--- src/rtl/core/jksae_pkg.sv ---
`timescale 1ns / 1ps
// ----------------------------------------------------------------------------
// jksae_pkg: shared types and codes for the JSON key string array extractor
// Result item layout, per-byte result group, phase and status codes.
// ----------------------------------------------------------------------------
package jksae_pkg;

  localparam int unsigned KeyLen   = 20;
  localparam int unsigned MaxItems = 3;

  // key text "compileDiagnostics", quotes included, first byte at index 0
  localparam logic [7:0] KEY_TEXT [KeyLen] = '{
    8'h22, 8'h63, 8'h6F, 8'h6D, 8'h70, 8'h69, 8'h6C, 8'h65, 8'h44, 8'h69,
    8'h61, 8'h67, 8'h6E, 8'h6F, 8'h73, 8'h74, 8'h69, 8'h63, 8'h73, 8'h22
  };

  // parser phases
  localparam logic [3:0] PH_SEARCH  = 4'd0;
  localparam logic [3:0] PH_COLON   = 4'd1;
  localparam logic [3:0] PH_BRACKET = 4'd2;
  localparam logic [3:0] PH_VALUE   = 4'd3;
  localparam logic [3:0] PH_STRING  = 4'd4;
  localparam logic [3:0] PH_ESCAPE  = 4'd5;
  localparam logic [3:0] PH_HEX     = 4'd6;
  localparam logic [3:0] PH_SEP     = 4'd7;
  localparam logic [3:0] PH_DONE    = 4'd8;

  // section status
  localparam logic [1:0] ST_RUN = 2'd0;
  localparam logic [1:0] ST_OK  = 2'd1;
  localparam logic [1:0] ST_BAD = 2'd2;

  typedef struct packed {
    logic [7:0] data_byte;
    logic       buffer_end;
  } in_item_t;

  typedef struct packed {
    logic [7:0] out_byte;
    logic       byte_valid;
    logic       string_done;
    logic [1:0] status;
    logic       last_of_run;
  } out_item_t;

  // all results of one input byte
  typedef struct packed {
    logic [1:0]              cnt;
    out_item_t [MaxItems-1:0] item;
  } grp_t;

endpackage

--- src/rtl/core/jksae_if.sv ---
`timescale 1ns / 1ps
// ----------------------------------------------------------------------------
// jksae_in_if / jksae_out_if: valid/ready channels of the extractor
// Input carries text bytes, output carries decoded result items.
// ----------------------------------------------------------------------------
interface jksae_in_if;
  logic       valid;
  logic       ready;
  logic [7:0] data_byte;
  logic       buffer_end;

  modport source (output valid, output data_byte, output buffer_end, input ready);
  modport sink   (input valid, input data_byte, input buffer_end, output ready);
endinterface

interface jksae_out_if;
  logic       valid;
  logic       ready;
  logic [7:0] out_byte;
  logic       byte_valid;
  logic       string_done;
  logic [1:0] status;
  logic       last_of_run;

  modport source (output valid, output out_byte, output byte_valid, output string_done,
                  output status, output last_of_run, input ready);
  modport sink   (input valid, input out_byte, input byte_valid, input string_done,
                  input status, input last_of_run, output ready);
endinterface

--- src/rtl/core/jksae_parser.sv ---
`timescale 1ns / 1ps
// ----------------------------------------------------------------------------
// jksae_parser: per-byte parser step
// Holds key window, phase and \u state; builds the result group of one byte.
// ----------------------------------------------------------------------------
module jksae_parser (
  input  logic               clk_i,
  input  logic               rst_ni,
  input  logic               step_i,
  input  jksae_pkg::in_item_t item_i,
  output jksae_pkg::grp_t    grp_o
);

  localparam int unsigned WinLen = jksae_pkg::KeyLen - 1;

  logic [7:0]  win_q [WinLen];
  logic [7:0]  win_d [WinLen];
  logic [3:0]  ph_q, ph_d;
  logic [1:0]  hcnt_q, hcnt_d;
  logic [15:0] acc_q, acc_d;

  logic [7:0]  b;
  logic        key_hit;
  logic        sp;
  logic        hex_ok;
  logic [3:0]  hex_v;
  logic [15:0] acc_new;
  logic [1:0]  status;
  logic [1:0]  n;
  logic [1:0]  nb;
  logic [7:0]  ob [jksae_pkg::MaxItems];
  logic        done_flag;

  function automatic logic is_space(input logic [7:0] c);
    return (c == 8'h20) || (c == 8'h09) || (c == 8'h0A) || (c == 8'h0D);
  endfunction

  assign b  = item_i.data_byte;
  assign sp = is_space(b);

  always_comb begin
    key_hit = (b == jksae_pkg::KEY_TEXT[jksae_pkg::KeyLen-1]);
    for (int i = 0; i < WinLen; i++) begin
      if (win_q[i] != jksae_pkg::KEY_TEXT[i]) key_hit = 1'b0;
    end
  end

  always_comb begin
    hex_ok = 1'b1;
    hex_v  = 4'd0;
    if (b >= 8'h30 && b <= 8'h39) hex_v = 4'(b - 8'h30);
    else if (b >= 8'h61 && b <= 8'h66) hex_v = 4'(b - 8'h57);
    else if (b >= 8'h41 && b <= 8'h46) hex_v = 4'(b - 8'h37);
    else hex_ok = 1'b0;
  end

  assign acc_new = {acc_q[11:0], hex_v};

  always_comb begin
    ph_d      = ph_q;
    hcnt_d    = hcnt_q;
    acc_d     = acc_q;
    status    = jksae_pkg::ST_RUN;
    n         = 2'd0;
    done_flag = 1'b0;
    for (int i = 0; i < int'(jksae_pkg::MaxItems); i++) ob[i] = 8'h00;
    for (int i = 0; i < WinLen; i++) win_d[i] = win_q[i];

    unique case (ph_q)
      jksae_pkg::PH_SEARCH: begin
        for (int i = 0; i < WinLen - 1; i++) win_d[i] = win_q[i+1];
        win_d[WinLen-1] = b;
        if (key_hit) ph_d = jksae_pkg::PH_COLON;
      end
      jksae_pkg::PH_COLON: begin
        if (!sp) begin
          if (b == 8'h3A) ph_d = jksae_pkg::PH_BRACKET;
          else status = jksae_pkg::ST_BAD;
        end
      end
      jksae_pkg::PH_BRACKET: begin
        if (!sp) begin
          if (b == 8'h5B) ph_d = jksae_pkg::PH_VALUE;
          else status = jksae_pkg::ST_BAD;
        end
      end
      jksae_pkg::PH_VALUE: begin
        if (!sp) begin
          if (b == 8'h5D) status = jksae_pkg::ST_OK;
          else if (b == 8'h22) ph_d = jksae_pkg::PH_STRING;
          else status = jksae_pkg::ST_BAD;
        end
      end
      jksae_pkg::PH_STRING: begin
        if (b == 8'h22) begin
          n         = 2'd1;
          done_flag = 1'b1;
          ph_d      = jksae_pkg::PH_SEP;
        end else if (b == 8'h5C) begin
          ph_d = jksae_pkg::PH_ESCAPE;
        end else begin
          n     = 2'd1;
          ob[0] = b;
        end
      end
      jksae_pkg::PH_ESCAPE: begin
        ph_d = jksae_pkg::PH_STRING;
        if (b == 8'h22 || b == 8'h5C) begin
          n = 2'd1; ob[0] = b;
        end else if (b == 8'h6E) begin
          n = 2'd1; ob[0] = 8'h0A;
        end else if (b == 8'h72) begin
          n = 2'd1; ob[0] = 8'h0D;
        end else if (b == 8'h74) begin
          n = 2'd1; ob[0] = 8'h09;
        end else if (b == 8'h75) begin
          ph_d   = jksae_pkg::PH_HEX;
          hcnt_d = 2'd0;
          acc_d  = 16'h0000;
        end else begin
          status = jksae_pkg::ST_BAD;
        end
      end
      jksae_pkg::PH_HEX: begin
        if (!hex_ok) begin
          status = jksae_pkg::ST_BAD;
        end else if (hcnt_q == 2'd3) begin
          // code point to UTF-8
          if (acc_new < 16'h0080) begin
            n     = 2'd1;
            ob[0] = acc_new[7:0];
          end else if (acc_new < 16'h0800) begin
            n     = 2'd2;
            ob[0] = {3'b110, acc_new[10:6]};
            ob[1] = {2'b10, acc_new[5:0]};
          end else begin
            n     = 2'd3;
            ob[0] = {4'b1110, acc_new[15:12]};
            ob[1] = {2'b10, acc_new[11:6]};
            ob[2] = {2'b10, acc_new[5:0]};
          end
          hcnt_d = 2'd0;
          acc_d  = 16'h0000;
          ph_d   = jksae_pkg::PH_STRING;
        end else begin
          acc_d  = acc_new;
          hcnt_d = hcnt_q + 2'd1;
        end
      end
      jksae_pkg::PH_SEP: begin
        if (!sp) begin
          if (b == 8'h2C) ph_d = jksae_pkg::PH_VALUE;
          else if (b == 8'h5D) status = jksae_pkg::ST_OK;
          else status = jksae_pkg::ST_BAD;
        end
      end
      default: begin
      end
    endcase

    if (status != jksae_pkg::ST_RUN) ph_d = jksae_pkg::PH_DONE;

    if (item_i.buffer_end) begin
      if (ph_d == jksae_pkg::PH_SEARCH) status = jksae_pkg::ST_OK;
      else if (ph_d != jksae_pkg::PH_DONE) status = jksae_pkg::ST_BAD;
      ph_d   = jksae_pkg::PH_SEARCH;
      hcnt_d = 2'd0;
      acc_d  = 16'h0000;
      for (int i = 0; i < WinLen; i++) win_d[i] = 8'h00;
    end

    // decoded bytes only; the closing-quote item carries none
    nb = done_flag ? 2'd0 : n;

    // status-only step still needs one carrier item
    if (status != jksae_pkg::ST_RUN && n == 2'd0) n = 2'd1;
  end

  always_comb begin
    grp_o.cnt = n;
    for (int i = 0; i < int'(jksae_pkg::MaxItems); i++) begin
      grp_o.item[i].out_byte    = ob[i];
      grp_o.item[i].byte_valid  = (2'(i) < nb);
      grp_o.item[i].string_done = (i == 0) && done_flag;
      grp_o.item[i].last_of_run = (2'(i) == n - 2'd1);
      grp_o.item[i].status      = (2'(i) == n - 2'd1) ? status : jksae_pkg::ST_RUN;
    end
  end

  always_ff @(posedge clk_i or negedge rst_ni) begin
    if (!rst_ni) begin
      ph_q   <= jksae_pkg::PH_SEARCH;
      hcnt_q <= 2'd0;
      acc_q  <= 16'h0000;
      for (int i = 0; i < WinLen; i++) win_q[i] <= 8'h00;
    end else if (step_i) begin
      ph_q   <= ph_d;
      hcnt_q <= hcnt_d;
      acc_q  <= acc_d;
      for (int i = 0; i < WinLen; i++) win_q[i] <= win_d[i];
    end
  end

endmodule

--- src/rtl/core/jksae_outbuf.sv ---
`timescale 1ns / 1ps
// ----------------------------------------------------------------------------
// jksae_outbuf: result group register
// Holds the items of one byte and hands them out one per transaction.
// ----------------------------------------------------------------------------
module jksae_outbuf (
  input  logic            clk_i,
  input  logic            rst_ni,
  input  logic            load_i,
  input  jksae_pkg::grp_t grp_i,
  output logic            free_o,
  jksae_out_if.source     out_o
);

  logic [1:0]                               cnt_q, cnt_d;
  logic [1:0]                               idx_q, idx_d;
  jksae_pkg::out_item_t [jksae_pkg::MaxItems-1:0] items_q;
  jksae_pkg::out_item_t                     cur;
  logic                                     out_fire;
  logic                                     at_last;

  assign out_fire = out_o.valid && out_o.ready;
  assign at_last  = (idx_q == cnt_q - 2'd1);
  assign free_o   = (cnt_q == 2'd0) || (out_fire && at_last);

  always_comb begin
    case (idx_q)
      2'd0:    cur = items_q[0];
      2'd1:    cur = items_q[1];
      default: cur = items_q[2];
    endcase
  end

  assign out_o.valid       = (cnt_q != 2'd0);
  assign out_o.out_byte    = cur.out_byte;
  assign out_o.byte_valid  = cur.byte_valid;
  assign out_o.string_done = cur.string_done;
  assign out_o.status      = cur.status;
  assign out_o.last_of_run = cur.last_of_run;

  always_comb begin
    cnt_d = cnt_q;
    idx_d = idx_q;
    if (out_fire) begin
      if (at_last) begin
        cnt_d = 2'd0;
        idx_d = 2'd0;
      end else begin
        idx_d = idx_q + 2'd1;
      end
    end
    if (load_i) begin
      cnt_d = grp_i.cnt;
      idx_d = 2'd0;
    end
  end

  always_ff @(posedge clk_i or negedge rst_ni) begin
    if (!rst_ni) begin
      cnt_q <= 2'd0;
      idx_q <= 2'd0;
    end else begin
      cnt_q <= cnt_d;
      idx_q <= idx_d;
    end
  end

  always_ff @(posedge clk_i) begin
    if (load_i) items_q <= grp_i.item;
  end

endmodule

--- src/rtl/core/json_key_string_array_extractor_unit.sv ---
`timescale 1ns / 1ps
// ----------------------------------------------------------------------------
// json_key_string_array_extractor_unit: JSON string array extractor
// Finds the quoted key "compileDiagnostics" in a byte stream, then decodes
// the string array after it into a stream of unescaped bytes.
// ----------------------------------------------------------------------------
//
//  channel | dir | payload                                          | per transaction
//  --------+-----+--------------------------------------------------+----------------
//  in_i    | in  | data_byte, buffer_end                            | one text byte
//  out_o   | out | out_byte, byte_valid, string_done, status, last  | one result item
//
//  One text byte per cycle enters the input register while it is free. The parser
//  step runs in the cycle the byte leaves that register for the result group
//  register, which hands out the first item. A byte with one result or none
//  sustains one byte per cycle while the output is ready; a \u escape that expands
//  to two or three UTF-8 bytes holds the input while the group drains.
//  Reset clears the phase, the key window and the \u state; no clearing pass.
//  Output stalls hold the group register and back up into the input register.
//
module json_key_string_array_extractor_unit (
  input  logic        clk_i,
  input  logic        rst_ni,
  jksae_in_if.sink    in_i,
  jksae_out_if.source out_o
);

  // input register
  logic                 in_vld_q;
  jksae_pkg::in_item_t  in_q;
  logic                 in_fire;

  // parser step handoff
  logic                 take;
  logic                 grp_free;
  jksae_pkg::grp_t      grp;

  assign in_i.ready = !in_vld_q || take;
  assign in_fire    = in_i.valid && in_i.ready;

  // step fires when the result group register can take a new group
  assign take = in_vld_q && grp_free;

  always_ff @(posedge clk_i or negedge rst_ni) begin
    if (!rst_ni) begin
      in_vld_q <= 1'b0;
    end else if (in_fire) begin
      in_vld_q <= 1'b1;
    end else if (take) begin
      in_vld_q <= 1'b0;
    end
  end

  always_ff @(posedge clk_i) begin
    if (in_fire) begin
      in_q.data_byte  <= in_i.data_byte;
      in_q.buffer_end <= in_i.buffer_end;
    end
  end

  jksae_parser u_parser (
    .clk_i  (clk_i),
    .rst_ni (rst_ni),
    .step_i (take),
    .item_i (in_q),
    .grp_o  (grp)
  );

  // bytes with no result only advance parser state
  jksae_outbuf u_outbuf (
    .clk_i  (clk_i),
    .rst_ni (rst_ni),
    .load_i (take && (grp.cnt != 2'd0)),
    .grp_i  (grp),
    .free_o (grp_free),
    .out_o  (out_o)
  );

endmodule

--- src/flat_wrapper.sv ---
// flat-port wrapper written by rule: the top's interface ports become plain ports
module json_key_string_array_extractor_unit_flat 
  (clk_i, rst_ni, in_i_valid, in_i_data_byte, in_i_buffer_end, in_i_ready, out_o_valid, out_o_out_byte, out_o_byte_valid, out_o_string_done, out_o_status, out_o_last_of_run, out_o_ready);
  jksae_in_if in_i_i ();
  jksae_out_if out_o_i ();
  input  logic clk_i;
  input  logic rst_ni;
  input wire logic [$bits(in_i_i.valid)-1:0] in_i_valid;
  input wire logic [$bits(in_i_i.data_byte)-1:0] in_i_data_byte;
  input wire logic [$bits(in_i_i.buffer_end)-1:0] in_i_buffer_end;
  output wire logic [$bits(in_i_i.ready)-1:0] in_i_ready;
  output wire logic [$bits(out_o_i.valid)-1:0] out_o_valid;
  output wire logic [$bits(out_o_i.out_byte)-1:0] out_o_out_byte;
  output wire logic [$bits(out_o_i.byte_valid)-1:0] out_o_byte_valid;
  output wire logic [$bits(out_o_i.string_done)-1:0] out_o_string_done;
  output wire logic [$bits(out_o_i.status)-1:0] out_o_status;
  output wire logic [$bits(out_o_i.last_of_run)-1:0] out_o_last_of_run;
  input wire logic [$bits(out_o_i.ready)-1:0] out_o_ready;
  assign in_i_i.valid = in_i_valid;
  assign in_i_i.data_byte = in_i_data_byte;
  assign in_i_i.buffer_end = in_i_buffer_end;
  assign in_i_ready = in_i_i.ready;
  assign out_o_valid = out_o_i.valid;
  assign out_o_out_byte = out_o_i.out_byte;
  assign out_o_byte_valid = out_o_i.byte_valid;
  assign out_o_string_done = out_o_i.string_done;
  assign out_o_status = out_o_i.status;
  assign out_o_last_of_run = out_o_i.last_of_run;
  assign out_o_i.ready = out_o_ready;
  json_key_string_array_extractor_unit u_core (.clk_i(clk_i), .rst_ni(rst_ni), .in_i(in_i_i), .out_o(out_o_i));
endmodule
--- config.mk ---
export PLATFORM = sky130hd
export DESIGN_NAME = json_key_string_array_extractor_unit_flat
export DESIGN_NICKNAME = d
export VERILOG_FILES = /design/src/rtl/core/jksae_pkg.sv /design/src/rtl/core/jksae_if.sv /design/src/rtl/core/jksae_parser.sv /design/src/rtl/core/jksae_outbuf.sv /design/src/rtl/core/json_key_string_array_extractor_unit.sv /design/src/flat_wrapper.sv
export SDC_FILE = /design/constraint.sdc
export NUM_CORES = 1
export LEC_CHECK = 0
export ABC_CLOCK_PERIOD_IN_PS = 7650
export BUFFER_PORTS_ARGS = -buffer_cell sky130_fd_sc_hd__buf_4
export CAP_MARGIN = 20
export CELL_PAD_IN_SITES_DETAIL_PLACEMENT = 1
export CELL_PAD_IN_SITES_GLOBAL_PLACEMENT = 1
export CORE_ASPECT_RATIO = 2
export CORE_MARGIN = 1
export CORE_UTILIZATION = 55
export DETAILED_ROUTE_END_ITERATION = 7
export PLACE_DENSITY_LB_ADDON = 0.1
export SLEW_MARGIN = 20
export SYNTH_ARGS = -nofsm -noshare
export SYNTH_HDL_FRONTEND = slang
export SYNTH_SLANG_ARGS = --single-unit
--- constraint.sdc ---
create_clock -name clk_i -period 7.65 [get_ports clk_i]
set_input_delay 0.765 -clock clk_i [delete_from_list [all_inputs] [get_ports clk_i]]
set_output_delay 0.765 -clock clk_i [all_outputs]
set_load 0.005 [all_outputs]
==> run summary <==
## Outcome
- **result of the run** completed

## Place
- **placer's final routability congestion estimate** 1.041
- **total placed instance area** 10060 µm²
- **Worst Setup Slack post-DPL** 3.949 ns
- **DPL Wire Length** 19970 µm
- **port buffer count** 27

## Timing
- **max-slew violation count** 0
- **final setup violating endpoints** 0
- **setup repair after global routing missed its margin** no
- **Setup Skew** 0.01279 ns
- **number of hold violations in the final report** 0
- **highest attainable clock frequency** 262.9 MHz
- **smallest setup slack after layout** 3.847 ns
- **Worst Tran Pin Value** 1.103 ns
- **period utilization** 49.72%
- **minimum period implied by the final worst setup slack** 3.803 ns
- **Max-Slew Margin vs Limit** 26.46%
- **setup total negative slack** 0 ns

## Finish
- **share of the core filled with cells in the final layout** 62.37%
- **nets** 831
- **area taken by multi-input logic gates** 3769 µm²
- **FF+latch area** 5700 µm²
- **total inserted antenna cells** 0
- **layout overhead on the synthesized area** 10.58%
- **filler cell count in the final layout** 1718
- **layout cells sized above 1** 12.97%
- **Final Instance Area** 10830 µm²

## Clocking
- **number of resized instances in the post-cts repair step** 0
- **source-to-sink clock delay at the later pin of the worst-skew pair** 0.50 ns
- **total setup buffers inserted after CTS** 0
- **Inserted Clock Buffers** 21
- **number of buffers on the longest clock path** 3
- **CTS Root Buffer Type** clkbuf_16
- **CTS tree** done
- **hold-fix buffers at CTS** 0
- **CTS clock-pin slew for the worst setup and hold paths** 0.06 ns
- **CTS H-tree depth** 1
- **CTS Sinks** 219

## Route
- **average via count per standard cell** 6.833
- **total number of vias** 7072
- **highest routed metal layer** met4
- **initial DRC count** 356
- **post-route DRC violation count** 0
- **DR WL/cell** 27.30 µm
- **Pre-antenna DRT Iters** 5
- **met3 layer wire length in the routed design** 954 µm
- **Metal-1 WL** 9488 µm
- **count of nets left with antenna violations after detail routing** 0
- **total met2 wirelength after detailed routing** 15970 µm
- **Total Wirelength** 28260 µm

## Critical path
- **signal arrival time at the worst endpoint** 4.01 ns
- **data required time at the worst endpoint** 7.85 ns
- **startpoint class of the critical path** flip-flop
- **reg-to-reg slack, setup** 3.85 ns
- **cell depth of the worst flop-to-flop path** 7
- **Crit Path Class** flip-flop to flip-flop
- **Worst setup EP type** flip-flop
- **critical-path maximum fanout** 35
- **beginning of the worst register-to-register path** u_core.in_q[5]
- **capture point of the worst reg-to-reg path** u_core.u_outbuf.items_q[12]

## Floorplan
- **Die X** 96.34 µm
- **number of placement rows** 68
- **core area** 17360 µm²
- **Die H** 190.7 µm
- **top-level port count** 28
- **floorplan die area** 18370 µm²
- **starting utilization of the core area** 56.40%

## Yosys
- **largest cells by area after synthesis** dfrtp_1 (45%), a22o_1 (14%), edfxtp_1 (13%)
- **Avg Synthesized Cell Area** 12.09 µm²
- **Synth Register Bits** 219
- **sequential share of the synthesized area** 58.23%
- **dominant register cell in the synthesized netlist** dfrtp_1
- **number of distinct library cell variants in the gate-level netlist after synthesis** 79
- **cell area after synthesis** 9789 µm²
- **top cell type by total area after synthesis** dfrtp_1
- **Post-synth EDFFs** 44
- **share of flip-flops with an asynchronous set or reset after synthesis** 79.91%
- **proportion of netlist area held by the largest area contributor** 44.73%
- **number of standard cells after synthesis** 810
- **number of warnings reported in the yosys synthesis log** 0

## Global routing
- **number of global-route vias before repair** 7524
- **wire length of the first global-routing pass** 43100 µm
- **pin count of the biggest net entering global routing** 110
- **combined global-route utilization of all metal layers** 31.90%
- **GRT overflow** 0
- **antenna violations before repair** 0

## Flow run
- **Maximum Capacitance Violations** 0

## Pwr
- **Power Dens Cells** 329.2 nW/µm²
- **standby leakage power** 4.751 nW
- **worst voltage drop across the vdd grid** 0.2818 mV

## Hold path
- **class of the tightest hold or removal check** primary input to asynchronous set/reset pin

[where the power goes]
part | leakage [nW] | internal, mW | total [mW] | switching [mW]
Sequential | 2.84 | 1.36 | 1.52 | 0.158
Clock | 0.356 | 0.616 | 1.06 | 0.449
Combinational | 1.55 | 0.316 | 0.980 | 0.664
[worst max-delay path by stage]
stage	start	endpoint	slack, ns	cells after the start
floorplan	u_core.in_q[8]	u_core.u_outbuf.items_q[0]	4.38	8
global placement	u_core.u_parser.ph_q[0]	u_core.u_outbuf.items_q[28]	4.05	6
detailed placement	out_o_ready	u_core.u_parser.win_q[68]	3.95	9
CTS	u_core.u_parser.ph_q[0]	u_core.u_outbuf.items_q[28]	4.00	6
global route	u_core.in_q[5]	u_core.u_outbuf.items_q[33]	3.80	7
finish	u_core.in_q[5]	u_core.u_outbuf.items_q[12]	3.85	7
[metal layers]
layer	vias to the layer above	global-route usage (%)
met4	0	19.00
li1	3128	-
met5	-	0
met1	3655	32.52
met3	95	3.987
met2	194	59.49
[cells by family (layout without fill, tap and decap cells)]
logic type	Yosys count	after routing	synth area share, %
other	1	2	0.03831
and+or+nand+nor	234	234	14.16
buffers and inverters	78	92	3.566
DFF	219	219	58.23
AOI/OAI and AO/OA	267	267	22.71
xor gates and xnor gates	3	3	0.2685
adders and majority gates	8	8	1.023
[sequential cells by signal (all words and copies together) (netlist names)]
signal,flops
u_core.u_parser.acc_q,12
u_core.in_vld_q,1
u_core.u_outbuf.cnt_q,2
u_core.u_parser.win_q,152
u_core.u_parser.ph_q,4
u_core.in_q,9
u_core.u_parser.hcnt_q,2
u_core.u_outbuf.items_q,35
u_core.u_outbuf.idx_q,2
[metrics by stage]
step | cells | hold slack (ns) | total power [mW]
2_1_floorplan | 811 | 0.4624 | 2.149
3_3_place_gp | 995 | 0.4834 | 2.437
3_5_place_dp | 995 | 0.4980 | 2.481
4_1_cts | 1033 | 0.3816 | 3.545
5_1_grt | 1035 | 0.4356 | 3.722
6_report | 1035 | 0.3464 | 3.564
[cell usage after synthesis, drive strengths merged, types with 3 or more instances]
| cell type | number |
|---|---|
| nand2b | 4 |
| and3 | 4 |
| o211ai | 4 |
| o22ai | 4 |
| o31ai | 8 |
| a22o | 152 |
| o21ai | 30 |
| nand4 | 13 |
| nand2 | 74 |
| a22oi | 13 |
| a21o | 3 |
| a31oi | 4 |
| and2 | 7 |
| o21a | 3 |
| dfrtp | 175 |
| or3 | 4 |
| inv | 16 |
| nor2 | 36 |
| ha | 8 |
| nor2b | 4 |
| edfxtp | 44 |
| nor4b | 11 |
| o211a | 3 |
| nor4 | 9 |
| nand3 | 7 |
| clkbuf | 39 |
| and4b | 6 |
| nor4bb | 16 |
| nand4b | 3 |
| nand3b | 5 |
| nor3 | 9 |
| a211oi | 3 |
| nor3b | 3 |
| or4 | 6 |
| buf | 22 |
| a21oi | 16 |
[worst max-delay path, stage by stage, from the launching register on]
cell and delay [ns]:
edfxtp_1 0.73, nand3b_1 0.46, or3_1 0.43, a221oi_1 0.73
o221a_4 0.40, nand4_1 0.21, o21a_1 0.26, buf_4 0.26
[cell type report]
class	instances	share of cell area, %
inverter	17	0.6010
sequential	219	52.66
multi-input combinational	514	34.81
tap	210	2.427
timing repair buffer	37	2.820
clock inverter	11	0.9362
clock buffer	27	5.744
[cell usage in the layout (no fill, tap or decap), types with 6 or more instances in the layout]
cell type and n:
o31ai_1 6, and2_1 7, nor4bb_1 16, or4_1 6, a22o_1 152, nand2_1 74
nor2_1 36, nand4_1 13, o21ai_0 17, nor4b_1 10, clkbuf_16 24, nor3_1 9
o21ai_2 8, buf_4 34, edfxtp_1 44, inv_1 16, dfrtp_1 175, ha_1 8
a21oi_1 15, nor4_1 8, and4b_1 6, a22oi_1 13
No activity file was read; power rests on OpenSTA's default activity.
